===== src/rtl/sorted_key_priority_queue_unit_assert.svh =====
// ----------------------------------------------------------------------------
// Sorted key priority queue assertion macros
// Concurrent assertion helpers used by the queue controller. Defining ASSERT_OFF
// turns every macro into an empty body.
// ----------------------------------------------------------------------------
`ifndef SORTED_KEY_PRIORITY_QUEUE_UNIT_ASSERT_SVH
`define SORTED_KEY_PRIORITY_QUEUE_UNIT_ASSERT_SVH

`ifndef ASSERT_OFF

// The condition holds at every clock edge outside reset.
`define SKPQ_ASSERT_ALWAYS(label, clk, rst, cond) \
  label: assert property (@(posedge clk) disable iff (rst) (cond)) \
    else $error("skpq assertion failed");

// When the antecedent holds, the consequent holds at the following clock edge.
`define SKPQ_ASSERT_NEXT(label, clk, rst, ante, cons) \
  label: assert property (@(posedge clk) disable iff (rst) (ante) |=> (cons)) \
    else $error("skpq assertion failed");

`else

`define SKPQ_ASSERT_ALWAYS(label, clk, rst, cond)
`define SKPQ_ASSERT_NEXT(label, clk, rst, ante, cons)

`endif

`endif


===== src/rtl/skpq_pkg.sv =====
// ----------------------------------------------------------------------------
// Sorted key priority queue package
// Sizes, request and status codes, and the structs passed between the
// queue controller and the storage cells.
// ----------------------------------------------------------------------------
`default_nettype none

package skpq_pkg;

  // Number of entries the queue holds.
  localparam int CAPACITY = 16;
  // Width of a slot index and of the entry count.
  localparam int IDX_W = $clog2(CAPACITY);
  localparam int CNT_W = $clog2(CAPACITY + 1);
  // Key and payload widths.
  localparam int KEY_W = 32;
  localparam int PAY_W = 32;

  // Request kinds.
  typedef enum logic [1:0] {
    KIND_INSERT   = 2'd0,
    KIND_PREPEND  = 2'd1,
    KIND_POSTPEND = 2'd2,
    KIND_REMOVE   = 2'd3
  } skpq_kind_t;

  // Result status codes.
  typedef enum logic [1:0] {
    ST_DONE  = 2'd0,
    ST_EMPTY = 2'd1,
    ST_FULL  = 2'd2,
    ST_DUP   = 2'd3
  } skpq_status_t;

  // Per-cell update command: load the new entry, take the neighbor toward
  // the head, or take the neighbor toward the tail.
  typedef struct packed {
    logic load;
    logic take_prev;
    logic take_next;
  } skpq_cell_op_t;

  // Per-cell compare of the request key against the stored key.
  typedef struct packed {
    logic key_lt;
    logic key_eq;
  } skpq_cell_cmp_t;

endpackage

`default_nettype wire


===== src/rtl/sorted_key_priority_queue_unit.sv =====
// ----------------------------------------------------------------------------
// Sorted key priority queue unit
// Bounded queue of key and payload entries held in ascending key order in a
// row of shifting cells; a prepend or postpend key that wraps breaks the order.
// ----------------------------------------------------------------------------
// A request (insert, prepend, postpend or remove head) is taken on any cycle
// that start is high; busy is never raised, so one request per clock cycle is
// sustained. The result appears on status, out_key, out_payload and occupancy
// with done high for exactly one cycle, in the cycle after the request is taken;
// the receiver cannot stall it and must capture it then. All the work of a
// request happens in the cycle it is taken: every cell compares the request
// key with its own key in parallel, the controller picks the slot, and the
// row of cells shifts and loads at that clock edge. Results come out in
// request order, one for each request.
`default_nettype none

module sorted_key_priority_queue_unit
  import skpq_pkg::*;
(
  input  wire                          clk,
  input  wire                          rst,
  input  wire                          start,
  output logic                         busy,
  input  wire logic        [1:0]       kind,
  input  wire logic signed [KEY_W-1:0] key,
  input  wire logic        [PAY_W-1:0] payload,
  output logic                         done,
  output logic        [1:0]            status,
  output logic signed [KEY_W-1:0]      out_key,
  output logic        [PAY_W-1:0]      out_payload,
  output logic        [CNT_W-1:0]      occupancy
);

  logic signed [KEY_W-1:0] cell_key     [CAPACITY];
  logic        [PAY_W-1:0] cell_payload [CAPACITY];
  skpq_cell_cmp_t          cell_cmp     [CAPACITY];
  skpq_cell_op_t           cell_op      [CAPACITY];
  logic signed [KEY_W-1:0] prev_key     [CAPACITY];
  logic        [PAY_W-1:0] prev_payload [CAPACITY];
  logic signed [KEY_W-1:0] next_key     [CAPACITY];
  logic        [PAY_W-1:0] next_payload [CAPACITY];
  logic signed [KEY_W-1:0] new_key;
  logic        [PAY_W-1:0] new_payload;

  // Controller.
  skpq_ctrl u_ctrl (
    .clk          (clk),
    .rst          (rst),
    .start        (start),
    .kind         (kind),
    .key          (key),
    .payload      (payload),
    .cell_key     (cell_key),
    .cell_payload (cell_payload),
    .cell_cmp     (cell_cmp),
    .cell_op      (cell_op),
    .new_key      (new_key),
    .new_payload  (new_payload),
    .busy         (busy),
    .done         (done),
    .status       (status),
    .out_key      (out_key),
    .out_payload  (out_payload),
    .occupancy    (occupancy)
  );

  // Row of cells, each linked to its neighbors toward head and tail.
  for (genvar j = 0; j < CAPACITY; j++) begin : g_cell
    if (j == 0) begin : g_head
      assign prev_key[j]     = new_key;
      assign prev_payload[j] = new_payload;
    end else begin : g_body
      assign prev_key[j]     = cell_key[j-1];
      assign prev_payload[j] = cell_payload[j-1];
    end
    if (j == CAPACITY - 1) begin : g_tail
      assign next_key[j]     = cell_key[j];
      assign next_payload[j] = cell_payload[j];
    end else begin : g_link
      assign next_key[j]     = cell_key[j+1];
      assign next_payload[j] = cell_payload[j+1];
    end

    skpq_cell u_cell (
      .clk          (clk),
      .op           (cell_op[j]),
      .req_key      (key),
      .new_key      (new_key),
      .new_payload  (new_payload),
      .prev_key     (prev_key[j]),
      .prev_payload (prev_payload[j]),
      .next_key     (next_key[j]),
      .next_payload (next_payload[j]),
      .key          (cell_key[j]),
      .payload      (cell_payload[j]),
      .cmp          (cell_cmp[j])
    );
  end

endmodule

`default_nettype wire


===== src/rtl/skpq_cell.sv =====
// ----------------------------------------------------------------------------
// Sorted key priority queue cell
// One queue slot: holds a key and payload, compares the request key against
// its own key, and loads a new entry or a neighbor's entry on command.
// ----------------------------------------------------------------------------
`default_nettype none

module skpq_cell
  import skpq_pkg::*;
(
  input  wire                     clk,
  input  wire skpq_cell_op_t      op,
  input  wire logic signed [KEY_W-1:0] req_key,
  input  wire logic signed [KEY_W-1:0] new_key,
  input  wire logic        [PAY_W-1:0] new_payload,
  input  wire logic signed [KEY_W-1:0] prev_key,
  input  wire logic        [PAY_W-1:0] prev_payload,
  input  wire logic signed [KEY_W-1:0] next_key,
  input  wire logic        [PAY_W-1:0] next_payload,
  output logic signed [KEY_W-1:0] key,
  output logic        [PAY_W-1:0] payload,
  output skpq_cell_cmp_t          cmp
);

  // Slot storage; contents are meaningful only below the entry count.
  always_ff @(posedge clk) begin
    if (op.load) begin
      key     <= new_key;
      payload <= new_payload;
    end else if (op.take_prev) begin
      key     <= prev_key;
      payload <= prev_payload;
    end else if (op.take_next) begin
      key     <= next_key;
      payload <= next_payload;
    end
  end

  // Signed compare of the request key against the stored key.
  always_comb begin
    cmp.key_lt = (req_key < key);
    cmp.key_eq = (req_key == key);
  end

endmodule

`default_nettype wire


===== src/rtl/skpq_ctrl.sv =====
// ----------------------------------------------------------------------------
// Sorted key priority queue controller
// Decodes each request, picks the insert slot from the cell compares, drives
// the per-cell shift and load commands, and registers the result.
// ----------------------------------------------------------------------------
`default_nettype none

`include "sorted_key_priority_queue_unit_assert.svh"

module skpq_ctrl
  import skpq_pkg::*;
(
  input  wire                          clk,
  input  wire                          rst,
  input  wire                          start,
  input  wire logic        [1:0]       kind,
  input  wire logic signed [KEY_W-1:0] key,
  input  wire logic        [PAY_W-1:0] payload,
  input  wire logic signed [KEY_W-1:0] cell_key [CAPACITY],
  input  wire logic        [PAY_W-1:0] cell_payload [CAPACITY],
  input  wire skpq_cell_cmp_t          cell_cmp [CAPACITY],
  output skpq_cell_op_t                cell_op  [CAPACITY],
  output logic signed [KEY_W-1:0]      new_key,
  output logic        [PAY_W-1:0]      new_payload,
  output logic                         busy,
  output logic                         done,
  output logic        [1:0]            status,
  output logic signed [KEY_W-1:0]      out_key,
  output logic        [PAY_W-1:0]      out_payload,
  output logic        [CNT_W-1:0]      occupancy
);

  logic               accept;
  logic [CNT_W-1:0]   count;
  logic [CNT_W-1:0]   count_next;
  logic               full;
  logic               do_ins;
  logic               do_rem;
  logic [IDX_W-1:0]   ins_pos;
  logic [IDX_W-1:0]   tail_idx;
  skpq_status_t       st;
  skpq_kind_t         req_kind;

  // Every request is taken as soon as start is high, so the unit never stalls.
  assign busy     = 1'b0;
  assign accept   = start;
  assign req_kind = skpq_kind_t'(kind);
  assign full     = (count == CNT_W'(CAPACITY));
  assign tail_idx = IDX_W'(count - CNT_W'(1));

  // Request decode and insert slot search.
  always_comb begin
    do_ins      = 1'b0;
    do_rem      = 1'b0;
    ins_pos     = count[IDX_W-1:0];
    st          = ST_DONE;
    new_key     = key;
    new_payload = payload;
    if (req_kind == KIND_REMOVE) begin
      if (count == '0) begin
        st = ST_EMPTY;
      end else begin
        do_rem = 1'b1;
      end
    end else if (full) begin
      st = ST_FULL;
    end else begin
      case (req_kind)
        KIND_PREPEND: begin
          new_key = (count == '0) ? '0 : cell_key[0] - KEY_W'(1);
          ins_pos = '0;
          do_ins  = 1'b1;
        end
        KIND_POSTPEND: begin
          new_key = (count == '0) ? '0 : cell_key[tail_idx] + KEY_W'(1);
          do_ins  = 1'b1;
        end
        default: begin
          if (count == '0 || cell_cmp[0].key_lt) begin
            ins_pos = '0;
            do_ins  = 1'b1;
          end else if (cell_cmp[0].key_eq) begin
            st = ST_DUP;
          end else begin
            // First occupied slot past the head whose key is not below the
            // request key; the tail end when there is none.
            for (int j = CAPACITY - 1; j >= 1; j--) begin
              if (CNT_W'(j) < count && (cell_cmp[j].key_lt || cell_cmp[j].key_eq)) begin
                ins_pos = IDX_W'(j);
              end
            end
            if ({1'b0, ins_pos} < count && cell_cmp[ins_pos].key_eq) begin
              st = ST_DUP;
            end else begin
              do_ins = 1'b1;
            end
          end
        end
      endcase
    end
  end

  // Cell commands: open a gap at the insert slot, or pull everything one
  // slot toward the head on a removal.
  always_comb begin
    for (int j = 0; j < CAPACITY; j++) begin
      cell_op[j].load      = accept && do_ins && (IDX_W'(j) == ins_pos);
      cell_op[j].take_prev = accept && do_ins && (IDX_W'(j) > ins_pos);
      cell_op[j].take_next = accept && do_rem && (j < CAPACITY - 1);
    end
  end

  // Entry count update.
  always_comb begin
    count_next = count;
    if (do_ins) begin
      count_next = count + CNT_W'(1);
    end else if (do_rem) begin
      count_next = count - CNT_W'(1);
    end
  end

  // Count and registered result. The removed entry comes from the head cell
  // before it shifts.
  always_ff @(posedge clk) begin
    if (rst) begin
      count <= '0;
      done  <= 1'b0;
    end else begin
      done <= accept;
      if (accept) begin
        count <= count_next;
      end
    end
    if (accept) begin
      status      <= st;
      out_key     <= do_rem ? cell_key[0] : '0;
      out_payload <= do_rem ? cell_payload[0] : '0;
      occupancy   <= count_next;
    end
  end

  `SKPQ_ASSERT_ALWAYS(a_count_bound, clk, rst, count <= CNT_W'(CAPACITY))
  `SKPQ_ASSERT_NEXT(a_result_strobe, clk, rst, accept, done && occupancy == count)
  `SKPQ_ASSERT_NEXT(a_remove_shrinks, clk, rst,
    accept && req_kind == KIND_REMOVE && count != '0,
    count == CNT_W'($past(count) - CNT_W'(1)))
  `SKPQ_ASSERT_NEXT(a_full_drops, clk, rst,
    accept && req_kind != KIND_REMOVE && full,
    status == ST_FULL && count == CNT_W'(CAPACITY))

endmodule

`default_nettype wire


===== config.mk =====
export PLATFORM = sky130hd
export DESIGN_NAME = sorted_key_priority_queue_unit
export DESIGN_NICKNAME = d
export VERILOG_FILES = /design/src/rtl/skpq_pkg.sv /design/src/rtl/sorted_key_priority_queue_unit.sv /design/src/rtl/skpq_cell.sv /design/src/rtl/skpq_ctrl.sv
export VERILOG_INCLUDE_DIRS = /design/src /design/src/rtl
export SDC_FILE = /design/constraint.sdc
export NUM_CORES = 2
export LEC_CHECK = 0
export BUFFER_PORTS_ARGS = -buffer_cell sky130_fd_sc_hd__clkbuf_2
export CAP_MARGIN = 40
export CORE_AREA = 8 8 560 562
export CTS_CLUSTER_DIAMETER = 80
export DETAILED_ROUTE_END_ITERATION = 10
export DIE_AREA = 0 0 568 570
export PLACE_DENSITY = 0.42
export SETUP_SLACK_MARGIN = 0.2
export SKIP_LAST_GASP = 1
export SLEW_MARGIN = 10
export SYNTH_ARGS = -nofsm -noshare
export SYNTH_HDL_FRONTEND = slang
export SYNTH_HIERARCHICAL = 1
export SYNTH_SLANG_ARGS = --single-unit

===== constraint.sdc =====
create_clock -name clk -period 11 [get_ports clk]
set_clock_uncertainty 0.05 [all_clocks]
set_input_delay 1.1 -clock clk [delete_from_list [all_inputs] [get_ports clk]]
set_output_delay 1.1 -clock clk [all_outputs]
set_load 0.01 [all_outputs]

==> flow_summary.yaml <==
status:
  outcome: "finished, final reports clean"
timing:
  finalHoldViolations: 0
  final.min_clock_period_ns: 8.842
  relSlewSlack: 0.3001
  period_share: 0.8038
  worst_pin_slew_ns: 1.050
  max_freq_ghz: 0.1131
  rsz0062_at_grt: "false"
  postLayoutSetupSlackWorst_ns: 2.158
  finalSetupViolCount: 0
  fin_setup_tns_ns: 0
  drv_slew: 0
global_routing:
  grt_max_degree: 129
  grt_pass1_wl_um: 462900
  overflow: 0
  grt_usage: 0.1955
  first_global_vias: 58440
  antenna_found_initial: 16
route:
  vias: 59660
  viasPerCell: 5.223
  routed_wl_um: 329900
  avgRoutedWirePerCell_um: 28.88
  drtPass1Iterations: 6
  antenna_left: 0
  drtIter0Drc: 6652
  drc_errors: 0
setup_path:
  cp-end-kind: "flop"
  critPathArrivalTime_ns: 9.35
  worst_r2r_endpoint: "g_cell[1].u_cell/payload[14]$_DFFE_PP_"
  r2r_cells: 24
  crit_required_ns: 11.51
  critPathMaxStageDelay_ns: 0.63
  crit_slowest_cell: "ha_1"
  crit_fanout: 36
  critPathKind: "in -> reg"
  rrSetupSlack_ns: 2.55
  path_cells: "clkbuf_2, ha_1, nand4_2, nor3_1, a221oi_1, o2111ai_1, o22ai_2, o41ai_1, a222oi_1, a311oi_2, a221oi_4, ha_1, a21o_1, a21o_1, a221oi_1, o311ai_2, o311ai_4, buf_4, or2_1, nor3_2, or3_4, buf_16, buf_4"
  critPathLaunchType: "primary input"
  reg2reg_from: "g_cell[15].u_cell/key[15]$_DFFE_PP_"
synthesis:
  postSynthCellCount: 7305
  synth-main-ff-cell: "edfxtp_1"
  ys_types: 98
  post_synth.cell_area_avg_sq_um: 10.36
  yosys_register_bits: 1101
  synth_area_leader_cell: "edfxtp_1"
  netlist.area_leader.share: 0.4346
  synth_async_sr_flop_share: 0
  synth_area_leaders: "edfxtp_1 43%, mux2i_1 14%, ha_1 8.6%"
  seq_area_frac_synth: 0.4362
  yosysWarnings: 6
  synth-edff-count: 1095
  syn_area_sq_mm: 0.07566
floorplan:
  floorplan.initialDensity: 0.2484
  dieWidth_um: 568
  row_count: 203
  die_h_um: 570
  core_sq_mm: 0.3045
  die-area_sq_mm: 0.3238
  ios: 142
power:
  peakVddDrop_mv: 0.1056
  p_per_area_mw_per_mm2: 181.1
  total_power_w: 0.01564
  leakage_nw: 32.36
hold_path:
  min_from: "g_cell[0].u_cell/payload[7]$_DFFE_PP_"
  whs_endpoint: "u_ctrl/out_payload[7]$_SDFFCE_PN0P_"
  hold_path.class: "reg -> reg"
  hold_depth: 1
clocking:
  cts-hold-fix-buffers: 0
  path_clk_slew_ns: 0.06
  worst_skew_pair.late_latency_ns: 0.84
  h-tree-depth: 4
  cts_buffers: 156
  cts_setup_buffers: 0
  root_buffer: "clkbuf_16"
  cts_tree: "done"
  cts.sinks: 1101
  clockBufferDepth: 4
  cts_resized: 0
cells_and_area:
  fin_util: 0.2835
  syn_to_final_growth_pct: 14.12
  design_area_sq_mm: 0.08634
  fillCellCount: 31430
  num-nets-final: 7906
  drive_above_1_share: 0.1177
place:
  dpl_cell_area_sq_mm: 0.08150
  preCtsSetupSlack_ns: 1.555
  gp_congestion: 0.9433
  hpwl_um: 221300
  port_buffers: 140
run:
  drv_cap: 0
-- logic make-up after synthesis --
logic type / count (synthesis) / synth area share
AO/OA/AOI/OAI: 1590 / 0.1199
XOR/XNOR: 64 / 0.007607
adder cells (fa/ha/maj): 523 / 0.08649
buffers and inverters: 1008 / 0.05980
flip-flops: 1101 / 0.4362
multiplexers: 1225 / 0.1842
other: 1 / 0.00004956
AND/OR/NAND/NOR: 1793 / 0.1058
-- placed cells by master, fill, tap and decap left out, types with 97 or more instances in the layout --
cell / synthesis / layout
clkbuf_2: 0 / 139
edfxtp_1: 1095 / 1095
nor2_1: 142 / 126
inv_1: 531 / 530
o21ai_0: 1080 / 1070
nand2_1: 1210 / 1210
buf_4: 142 / 97
a21oi_1: 207 / 200
nand4_1: 103 / 103
ha_1: 523 / 521
mux2i_1: 1084 / 1084
clkbuf_16: 0 / 158
mux4_2: 133 / 133
-- where the power goes --
part | leakage [nW] | internal (W) | switching [W]
Clock | 2.35 | 0.00290 | 0.00208
Combinational | 19.3 | 0.00162 | 0.00278
Sequential | 10.7 | 0.00554 | 0.000714
-- how the worst max path moves through the flow --
| stage | from | to | slack (ns) | depth (start not counted) |
|---|---|---|---|---|
| 6_report | key[31] | g_cell[1].u_cell/payload[14]$_DFFE_PP_ | 2.16 | 23 |
| 5_1_grt | key[31] | g_cell[2].u_cell/payload[0]$_DFFE_PP_ | 1.99 | 22 |
| 4_1_cts | key[31] | g_cell[1].u_cell/payload[14]$_DFFE_PP_ | 2.46 | 22 |
| 3_5_place_dp | key[31] | g_cell[1].u_cell/payload[17]$_DFFE_PP_ | 1.56 | 22 |
| 3_3_place_gp | key[31] | g_cell[1].u_cell/payload[17]$_DFFE_PP_ | 0.70 | 21 |
| 2_1_floorplan | key[14] | g_cell[6].u_cell/key[0]$_DFFE_PP_ | 3.62 | 21 |
-- metal layers --
metal,GRT usage,vias to the layer above,share of wire
li1,-,26800,-
met1,0.2643,29920,0.44
met2,0.3238,2460,0.46
met3,0.02879,476,0.064
met4,0.05756,4,0.033
met5,0,-,0.000097
-- flip-flops by register name (all words and copies together) (netlist names) --
register / count
u_ctrl/out_payload: 32
g_cell.u_cell/payload: 512
u_ctrl/occupancy: 5
u_ctrl/done: 1
u_ctrl/count: 5
g_cell.u_cell/key: 512
u_ctrl/out_key: 32
u_ctrl/status: 2
-- worst max-delay path, delay by kind of cell --
family | cells | cell delay (ns)
adder cells (fa/ha/maj) | 2 | 0.98
AO/OA/AOI/OAI | 12 | 4.31
buffers and inverters | 4 | 1.27
AND/OR/NAND/NOR | 5 | 1.61
-- cell usage after synthesis (all sizes together), types with 18 or more instances --
master,instances
nand2,1211
a21boi,18
edfxtp,1095
a221oi,28
or3,31
nor2,143
nor3,59
a21oi,224
mux4,133
xor2,34
ha,523
a211oi,18
a21o,35
xnor2,30
o21ai,1106
and3,80
nor4,40
clkbuf,267
nor2b,19
buf,206
o22ai,24
nand4,120
mux2i,1084
nand3,49
inv,533
o211ai,22
-- area by class of cell --
type | count | area (sq um) | area share
Multi-Input combinational cell | 5198 | 38670 | 0.4479
Sequential cell | 1101 | 33010 | 0.3823
Tap cell | 3997 | 5001 | 0.05792
Clock buffer | 189 | 4070 | 0.04714
Timing Repair Buffer | 322 | 2814 | 0.03259
Inverter | 535 | 2013 | 0.02332
Clock inverter | 78 | 757.0 | 0.008767
Antenna cell | 3 | 7.507 | 0.00008695
-- metrics by stage --
step	hold slack [ns]	cells
2_1_floorplan	0.5044	7307
3_3_place_gp	0.5345	11090
3_5_place_dp	0.5340	11150
4_1_cts	0.5555	11420
5_1_grt	0.5784	11420
6_report	0.5540	11420
No activity file was read; power rests on OpenSTA's default activity.
